===== src/rtl/isort_pkg.sv =====
// Shared types for the insertion sorter: state codes, commands and status.
package isort_pkg;

  typedef enum logic [6:0] {
    ST_IDLE       = 7'b0000001,
    ST_INS        = 7'b0000010,
    ST_CMP        = 7'b0000100,
    ST_PLACE      = 7'b0001000,
    ST_EMIT_START = 7'b0010000,
    ST_EMIT_LD    = 7'b0100000,
    ST_EMIT_HOLD  = 7'b1000000
  } state_t;

  typedef struct packed {
    logic ld_in;
    logic rd_prev;
    logic write_v;
    logic shift;
    logic set_ovf;
    logic emit_start;
    logic emit_load;
    logic emit_next;
    logic list_clear;
  } cmd_t;

  typedef struct packed {
    logic full;
    logic cnt_zero;
    logic pos_one;
    logic greater;
    logic last_in;
    logic out_last;
    logic out_taken;
  } sts_t;

endpackage


===== src/rtl/insertion_sorter_top.sv =====
// Top level of the stable insertion sorter for lists of signed 32-bit values.
// An item passes ST_INS, and ST_CMP unless the store is empty or full; each larger entry moves
// up in its own ST_CMP step, since the single store read port is walked one entry per cycle.
// After a final item, each sorted result is loaded in ST_EMIT_LD and held in ST_EMIT_HOLD
// while out_stall is high.
// Synchronous active-low reset empties the list and clears overflow; no clearing pass is run.
module insertion_sorter_top #(
  parameter int DEPTH = 64
) (
  input  logic               clk,
  input  logic               rst_n,
  input  logic               in_valid,
  output logic               in_stall,
  input  logic signed [31:0] in_value,
  input  logic               in_last,
  output logic               out_valid,
  input  logic               out_stall,
  output logic signed [31:0] out_value_res,
  output logic               out_last_res,
  output logic               out_overflow
);

  isort_pkg::cmd_t cmd;
  isort_pkg::sts_t sts;

  isort_ctrl u_ctrl (
    .clk     (clk),
    .rst_n   (rst_n),
    .in_valid(in_valid),
    .in_stall(in_stall),
    .sts     (sts),
    .cmd     (cmd)
  );

  isort_dp #(
    .DEPTH(DEPTH)
  ) u_dp (
    .clk          (clk),
    .rst_n        (rst_n),
    .in_value     (in_value),
    .in_last      (in_last),
    .out_stall    (out_stall),
    .out_valid    (out_valid),
    .out_value_res(out_value_res),
    .out_last_res (out_last_res),
    .out_overflow (out_overflow),
    .cmd          (cmd),
    .sts          (sts)
  );

endmodule


===== src/rtl/isort_ram.sv =====
// Generic single write port RAM with one registered read port.
module isort_ram #(
  parameter int WIDTH = 32,
  parameter int DEPTH = 64
) (
  input  logic                     clk,
  input  logic                     wr_en,
  input  logic [$clog2(DEPTH)-1:0] wr_addr,
  input  logic [WIDTH-1:0]         wr_data,
  input  logic                     rd_en,
  input  logic [$clog2(DEPTH)-1:0] rd_addr,
  output logic [WIDTH-1:0]         rd_data
);

  logic [WIDTH-1:0] mem_r [DEPTH];
  logic [WIDTH-1:0] rd_data_r;

  always_ff @(posedge clk) begin
    if (wr_en) begin
      mem_r[wr_addr] <= wr_data;
    end
    if (rd_en) begin
      rd_data_r <= mem_r[rd_addr];
    end
  end

  assign rd_data = rd_data_r;

endmodule


===== src/rtl/isort_ctrl.sv =====
// Controller state machine for the insertion sorter.
module isort_ctrl (
  input  logic           clk,
  input  logic           rst_n,
  input  logic           in_valid,
  output logic           in_stall,
  input  isort_pkg::sts_t sts,
  output isort_pkg::cmd_t cmd
);

  isort_pkg::state_t state_r, state_nxt;

  always_ff @(posedge clk) begin
    if (!rst_n) begin
      state_r <= isort_pkg::ST_IDLE;
    end else begin
      state_r <= state_nxt;
    end
  end

  always_comb begin
    state_nxt = state_r;
    cmd       = '0;
    case (state_r)
      isort_pkg::ST_IDLE: begin
        if (in_valid) begin
          cmd.ld_in = 1'b1;
          state_nxt = isort_pkg::ST_INS;
        end
      end
      isort_pkg::ST_INS: begin
        if (sts.full) begin
          cmd.set_ovf = 1'b1;
          state_nxt   = sts.last_in ? isort_pkg::ST_EMIT_START : isort_pkg::ST_IDLE;
        end else if (sts.cnt_zero) begin
          cmd.write_v = 1'b1;
          state_nxt   = sts.last_in ? isort_pkg::ST_EMIT_START : isort_pkg::ST_IDLE;
        end else begin
          cmd.rd_prev = 1'b1;
          state_nxt   = isort_pkg::ST_CMP;
        end
      end
      isort_pkg::ST_CMP: begin
        if (sts.greater) begin
          cmd.shift = 1'b1;
          state_nxt = sts.pos_one ? isort_pkg::ST_PLACE : isort_pkg::ST_CMP;
        end else begin
          cmd.write_v = 1'b1;
          state_nxt   = sts.last_in ? isort_pkg::ST_EMIT_START : isort_pkg::ST_IDLE;
        end
      end
      isort_pkg::ST_PLACE: begin
        cmd.write_v = 1'b1;
        state_nxt   = sts.last_in ? isort_pkg::ST_EMIT_START : isort_pkg::ST_IDLE;
      end
      isort_pkg::ST_EMIT_START: begin
        cmd.emit_start = 1'b1;
        state_nxt      = isort_pkg::ST_EMIT_LD;
      end
      isort_pkg::ST_EMIT_LD: begin
        cmd.emit_load = 1'b1;
        state_nxt     = isort_pkg::ST_EMIT_HOLD;
      end
      isort_pkg::ST_EMIT_HOLD: begin
        if (sts.out_taken) begin
          if (sts.out_last) begin
            cmd.list_clear = 1'b1;
            state_nxt      = isort_pkg::ST_IDLE;
          end else begin
            cmd.emit_next = 1'b1;
            state_nxt     = isort_pkg::ST_EMIT_LD;
          end
        end
      end
      default: begin
        state_nxt = isort_pkg::ST_IDLE;
      end
    endcase
  end

  assign in_stall = (state_r != isort_pkg::ST_IDLE);

endmodule


===== src/rtl/isort_dp.sv =====
// Datapath for the insertion sorter: sorted store, counters and result register.
module isort_dp #(
  parameter int DEPTH = 64
) (
  input  logic                   clk,
  input  logic                   rst_n,
  input  logic signed [31:0]     in_value,
  input  logic                   in_last,
  input  logic                   out_stall,
  output logic                   out_valid,
  output logic signed [31:0]     out_value_res,
  output logic                   out_last_res,
  output logic                   out_overflow,
  input  isort_pkg::cmd_t        cmd,
  output isort_pkg::sts_t        sts
);

  localparam int AW = $clog2(DEPTH);
  localparam int CW = $clog2(DEPTH + 1);

  logic signed [31:0] val_r;
  logic               last_r;
  logic [AW-1:0]      pos_r;
  logic [AW-1:0]      idx_r;
  logic [CW-1:0]      cnt_r;
  logic               ovf_r;
  logic               out_valid_r;
  logic signed [31:0] out_value_r;
  logic               out_last_r;
  logic               out_ovf_r;

  logic               wr_en;
  logic [31:0]        wr_data;
  logic               rd_en;
  logic [AW-1:0]      rd_addr;
  logic [31:0]        rd_data;

  assign wr_en   = cmd.write_v | cmd.shift;
  assign wr_data = cmd.shift ? rd_data : val_r;
  assign rd_en   = cmd.rd_prev | cmd.shift | cmd.emit_start | cmd.emit_next;

  always_comb begin
    rd_addr = idx_r;
    if (cmd.emit_start) begin
      rd_addr = '0;
    end else if (cmd.rd_prev) begin
      rd_addr = pos_r - AW'(1);
    end else if (cmd.shift) begin
      rd_addr = pos_r - AW'(2);
    end
  end

  isort_ram #(
    .WIDTH(32),
    .DEPTH(DEPTH)
  ) u_ram (
    .clk    (clk),
    .wr_en  (wr_en),
    .wr_addr(pos_r),
    .wr_data(wr_data),
    .rd_en  (rd_en),
    .rd_addr(rd_addr),
    .rd_data(rd_data)
  );

  always_ff @(posedge clk) begin
    if (cmd.ld_in) begin
      val_r  <= in_value;
      last_r <= in_last;
      pos_r  <= cnt_r[AW-1:0];
    end else if (cmd.shift) begin
      pos_r <= pos_r - AW'(1);
    end
    if (cmd.emit_start) begin
      idx_r <= '0;
    end else if (cmd.emit_load) begin
      idx_r <= idx_r + AW'(1);
    end
    if (cmd.emit_load) begin
      out_value_r <= $signed(rd_data);
      out_last_r  <= ((CW'(idx_r) + CW'(1)) == cnt_r);
      out_ovf_r   <= ovf_r;
    end
  end

  always_ff @(posedge clk) begin
    if (!rst_n) begin
      cnt_r       <= '0;
      ovf_r       <= 1'b0;
      out_valid_r <= 1'b0;
    end else begin
      if (cmd.list_clear) begin
        cnt_r <= '0;
        ovf_r <= 1'b0;
      end else begin
        if (cmd.write_v) begin
          cnt_r <= cnt_r + CW'(1);
        end
        if (cmd.set_ovf) begin
          ovf_r <= 1'b1;
        end
      end
      if (cmd.emit_load) begin
        out_valid_r <= 1'b1;
      end else if (out_valid_r && !out_stall) begin
        out_valid_r <= 1'b0;
      end
    end
  end

  assign sts.full      = (cnt_r == CW'(DEPTH));
  assign sts.cnt_zero  = (cnt_r == '0);
  assign sts.pos_one   = (pos_r == AW'(1));
  assign sts.greater   = ($signed(rd_data) > val_r);
  assign sts.last_in   = last_r;
  assign sts.out_last  = out_last_r;
  assign sts.out_taken = out_valid_r & ~out_stall;

  assign out_valid     = out_valid_r;
  assign out_value_res = out_value_r;
  assign out_last_res  = out_last_r;
  assign out_overflow  = out_ovf_r;

endmodule


===== config.mk =====
export PLATFORM = sky130hd
export DESIGN_NAME = insertion_sorter_top
export DESIGN_NICKNAME = d
export VERILOG_FILES = /design/src/rtl/isort_pkg.sv /design/src/rtl/insertion_sorter_top.sv /design/src/rtl/isort_ram.sv /design/src/rtl/isort_ctrl.sv /design/src/rtl/isort_dp.sv
export SDC_FILE = /design/constraint.sdc
export NUM_CORES = 2
export LEC_CHECK = 0
export ABC_CLOCK_PERIOD_IN_PS = 8600
export BUFFER_PORTS_ARGS = -buffer_cell sky130_fd_sc_hd__buf_2
export CORE_MARGIN = 10
export CORE_UTILIZATION = 55
export DETAILED_ROUTE_END_ITERATION = 7
export HOLD_SLACK_MARGIN = 0.1
export MAX_ROUTING_LAYER = met4
export PLACE_DENSITY = 0.71
export SYNTH_ARGS = -nofsm -noshare
export SYNTH_HDL_FRONTEND = slang
export SYNTH_HIERARCHICAL = 1
export SYNTH_SLANG_ARGS = --single-unit
export TNS_END_PERCENT = 100

===== constraint.sdc =====
create_clock -name clk -period 8.6 [get_ports clk]
set_clock_uncertainty 0.05 [all_clocks]
set_input_delay 0.86 -clock clk [delete_from_list [all_inputs] [get_ports clk]]
set_output_delay 0.86 -clock clk [all_outputs]
set_load 0.01 [all_outputs]

==> qor.csv <==
metric,value,unit
detailed-route DRC error count,0,
sequential element share of the synthesized area,77.5,%
dpl hpwl,122000,um
maxcap violations,0,
CP max FO,50,
CTS buffer count,206,
Leak,0.0286,uW
Core Area,0.152,mm2
# IOs,73,
# Post-CTS Setup Buffers,0,
RR Startpoint,u_dp/u_ram/rd_data[21],
via/cell ratio,6.63,
Crit path arrival time,7.71,ns
Final setup viols,0,
PortBufs,72,
Clock Sinks,2175,
H-Tree Depth,4,
Fillers,10053,
Rows,143,
Yosys reg bits,2175,
CP startpoint kind,flip-flop,
crit path launch,u_dp/u_ram/rd_data[21],
WHS Path Cells,1,
Worst Setup End Kind,flip-flop,
Worst Hold Class,in -> reg,
total global-route track usage,25.9,%
root buffer cell,clkbuf_16,
Multi-input gate area,0.0186,mm2
post-synthesis cell type count,68,
Yosys warning total,6,
global-route wire length before repair,304000,um
total negative slack,0,ns
Least-Margin Pin Slew,1.35,ns
final WL,212000,um
synthesis-to-finish area growth,12.5,%
hold_sp,in_value[31],
initial antenna violation count,7,
post-synthesis instance area,0.0840,mm2
vias in the first global route,40985,
CTS tree,built,
post_cts resized,0,
predominant post-synthesis flop cell,edfxtp_1,
"Design Area, Final",0.0944,mm2
Finished Core Util,62.2,%
clk buf depth,3,
RSZ-0062 raised after global routing,no,
CTS Hold Bufs,0,
share of cells above drive strength 1,27.9,%
slew margin rel.,9.76,%
cell count after synthesis,3818,
IR Drop Worst-Case VDD,0.000224,V
width of the die,411,um
Die Height,411,um
Fin. Hold Viols,0,
number of synthesized flops with an enable pin,2153,
crit path time final,7.23,ns
Initial Utilization,55.3,%
register area,0.0651,mm2
Max Freq,138,MHz
post-route clock period utilization,84.1,%
Critical Path RT,9.08,ns
die area,0.169,mm2
Register-to-Register Path Depth,16,
pwr dens,254,mW/mm2
syn nets,3894,
outcome,"complete, no violations",
"Avg Cell Area, Syn",22.0,um2
DRT antenna net count,0,
Final Max Slew Viols,0,
Final #Nets,4116,
Worst-path clk slew,0.06,ns
largest net degree at the start of global routing,97,
WL/cell,34.0,um
gr ovfl total,0,
via count,41416,
initial DRC count,6441,
WS Path Type,reg -> reg,
Final Wtd Congestion,0.838,
asr flop ratio synth,0,%
drt pass-1 iters,6,
area post-placement,0.0880,mm2
clock latency on the worst-skew pair,0.83,ns
path summary, 6_finish.rpt:
path	to	slack [ns]
min reg2reg	u_dp/out_overflow	0.39
max	u_dp/u_ram/rd_data[11]	1.37
min	u_dp/val_r[31]	0.15
max reg2reg	u_dp/u_ram/rd_data[11]	1.37
state kept, by name (all words and copies together), names as in the netlist:
name                count
u_dp/u_ram/mem_r     2048
u_dp/ovf_r              1
u_dp/pos_r              6
u_dp/cnt_r              7
u_dp/last_r             1
u_dp/u_ram/rd_data     32
u_ctrl/state_r          7
u_dp/out_last_res       1
u_dp/idx_r              6
u_dp/out_overflow       1
u_dp/val_r             32
u_dp/out_value_res     32
u_dp/out_valid          1
cells in the final DEF (no fill, tap or decap), types with 22 or more instances in the layout:
cell	instances
edfxtp_1	2153
mux4_2	544
clkbuf_16	209
buf_4	140
nor2_1	104
mux2i_1	97
o22ai_1	84
nand2_1	83
a21oi_1	82
buf_2	72
nor2_4	66
clkinv_1	51
clkbuf_1	49
inv_1	41
ha_1	39
clkinv_2	38
o21ai_4	31
o221ai_1	28
nor2b_1	23
dfxtp_1	22
report_power, final:
| group | switching, uW | internal (uW) | leakage (uW) |
|---|---|---|---|
| sequential | 74.1 | 12200 | 0.0195 |
| clock | 3850 | 4850 | 0.00313 |
| combinational | 1770 | 1210 | 0.00589 |
Yosys cell counts (14+ instances only):
cell,number,area share (%)
o221ai_1,28,0.29
inv_1,41,0.18
nor2b_1,23,0.17
a21oi_1,82,0.49
o22ai_1,84,0.63
buf_4,27,0.24
o21ai_0,44,0.26
nand2_1,83,0.37
nor2_1,170,0.76
mux4_2,544,15
nor3_1,14,0.083
buf_1,24,0.11
mux2i_1,97,1.2
edfxtp_1,2153,77
clkbuf_1,87,0.39
buf_2,64,0.38
ha_1,39,0.58
and3_1,14,0.10
dfxtp_1,22,0.52
cell families after synthesis:
family,Yosys count,share of synthesized area (%)
and+or+nand+nor,394,2.23
AOI/OAI and AO/OA,294,2.26
buffers and inverters,249,1.38
muxes,645,15.8
DFF,2175,77.5
xor gates and xnor gates,22,0.229
adders and majority gates,39,0.581
per-stage QoR:
stage	total power (uW)	hold slack, ns	setup slack (ns)	instances
after floorplan	14700	0.359	2.81	3818
after global placement	15400	0.367	1.73	5862
after detailed placement	15500	0.380	1.59	5862
after CTS	24100	0.110	1.56	6243
after global routing	24700	0.133	1.16	6244
final	24000	0.151	1.37	6244
layout make-up:
| type | instances | share of cell area, % |
|---|---|---|
| Clock buffer | 258 | 5.73 |
| Tap cell | 2030 | 2.69 |
| Multi-Input combinational cell | 1394 | 19.7 |
| Antenna cell | 1 | 0.00265 |
| Clock inverter | 123 | 1.08 |
| Sequential cell | 2175 | 68.9 |
| Inverter | 41 | 0.163 |
| Timing Repair Buffer | 222 | 1.71 |
worst max-delay path, stage by stage (launching register included):
cell,delay (ns)
edfxtp_1,0.51
ha_1,0.35
a21oi_1,0.48
o21ai_0,0.17
a211oi_1,0.67
a31oi_1,0.23
a311oi_2,0.39
and3_4,0.62
o21ai_0,0.14
mux2_2,0.30
nor2_4,0.21
buf_4,0.47
buf_4,0.74
mux4_2,0.44
mux4_2,0.49
o22ai_1,0.45
nor2_1,0.15
layer usage:
metal  track usage (%)  vias to the layer above  wire length [um]
met4              8.48                        0              7340
met5                 -                        -                 0
met2              38.4                     2654            100000
met1              36.4                    21844             79900
li1                  -                    16542                 -
met3              5.24                      376             24600
No activity file was read; power rests on OpenSTA's default activity.
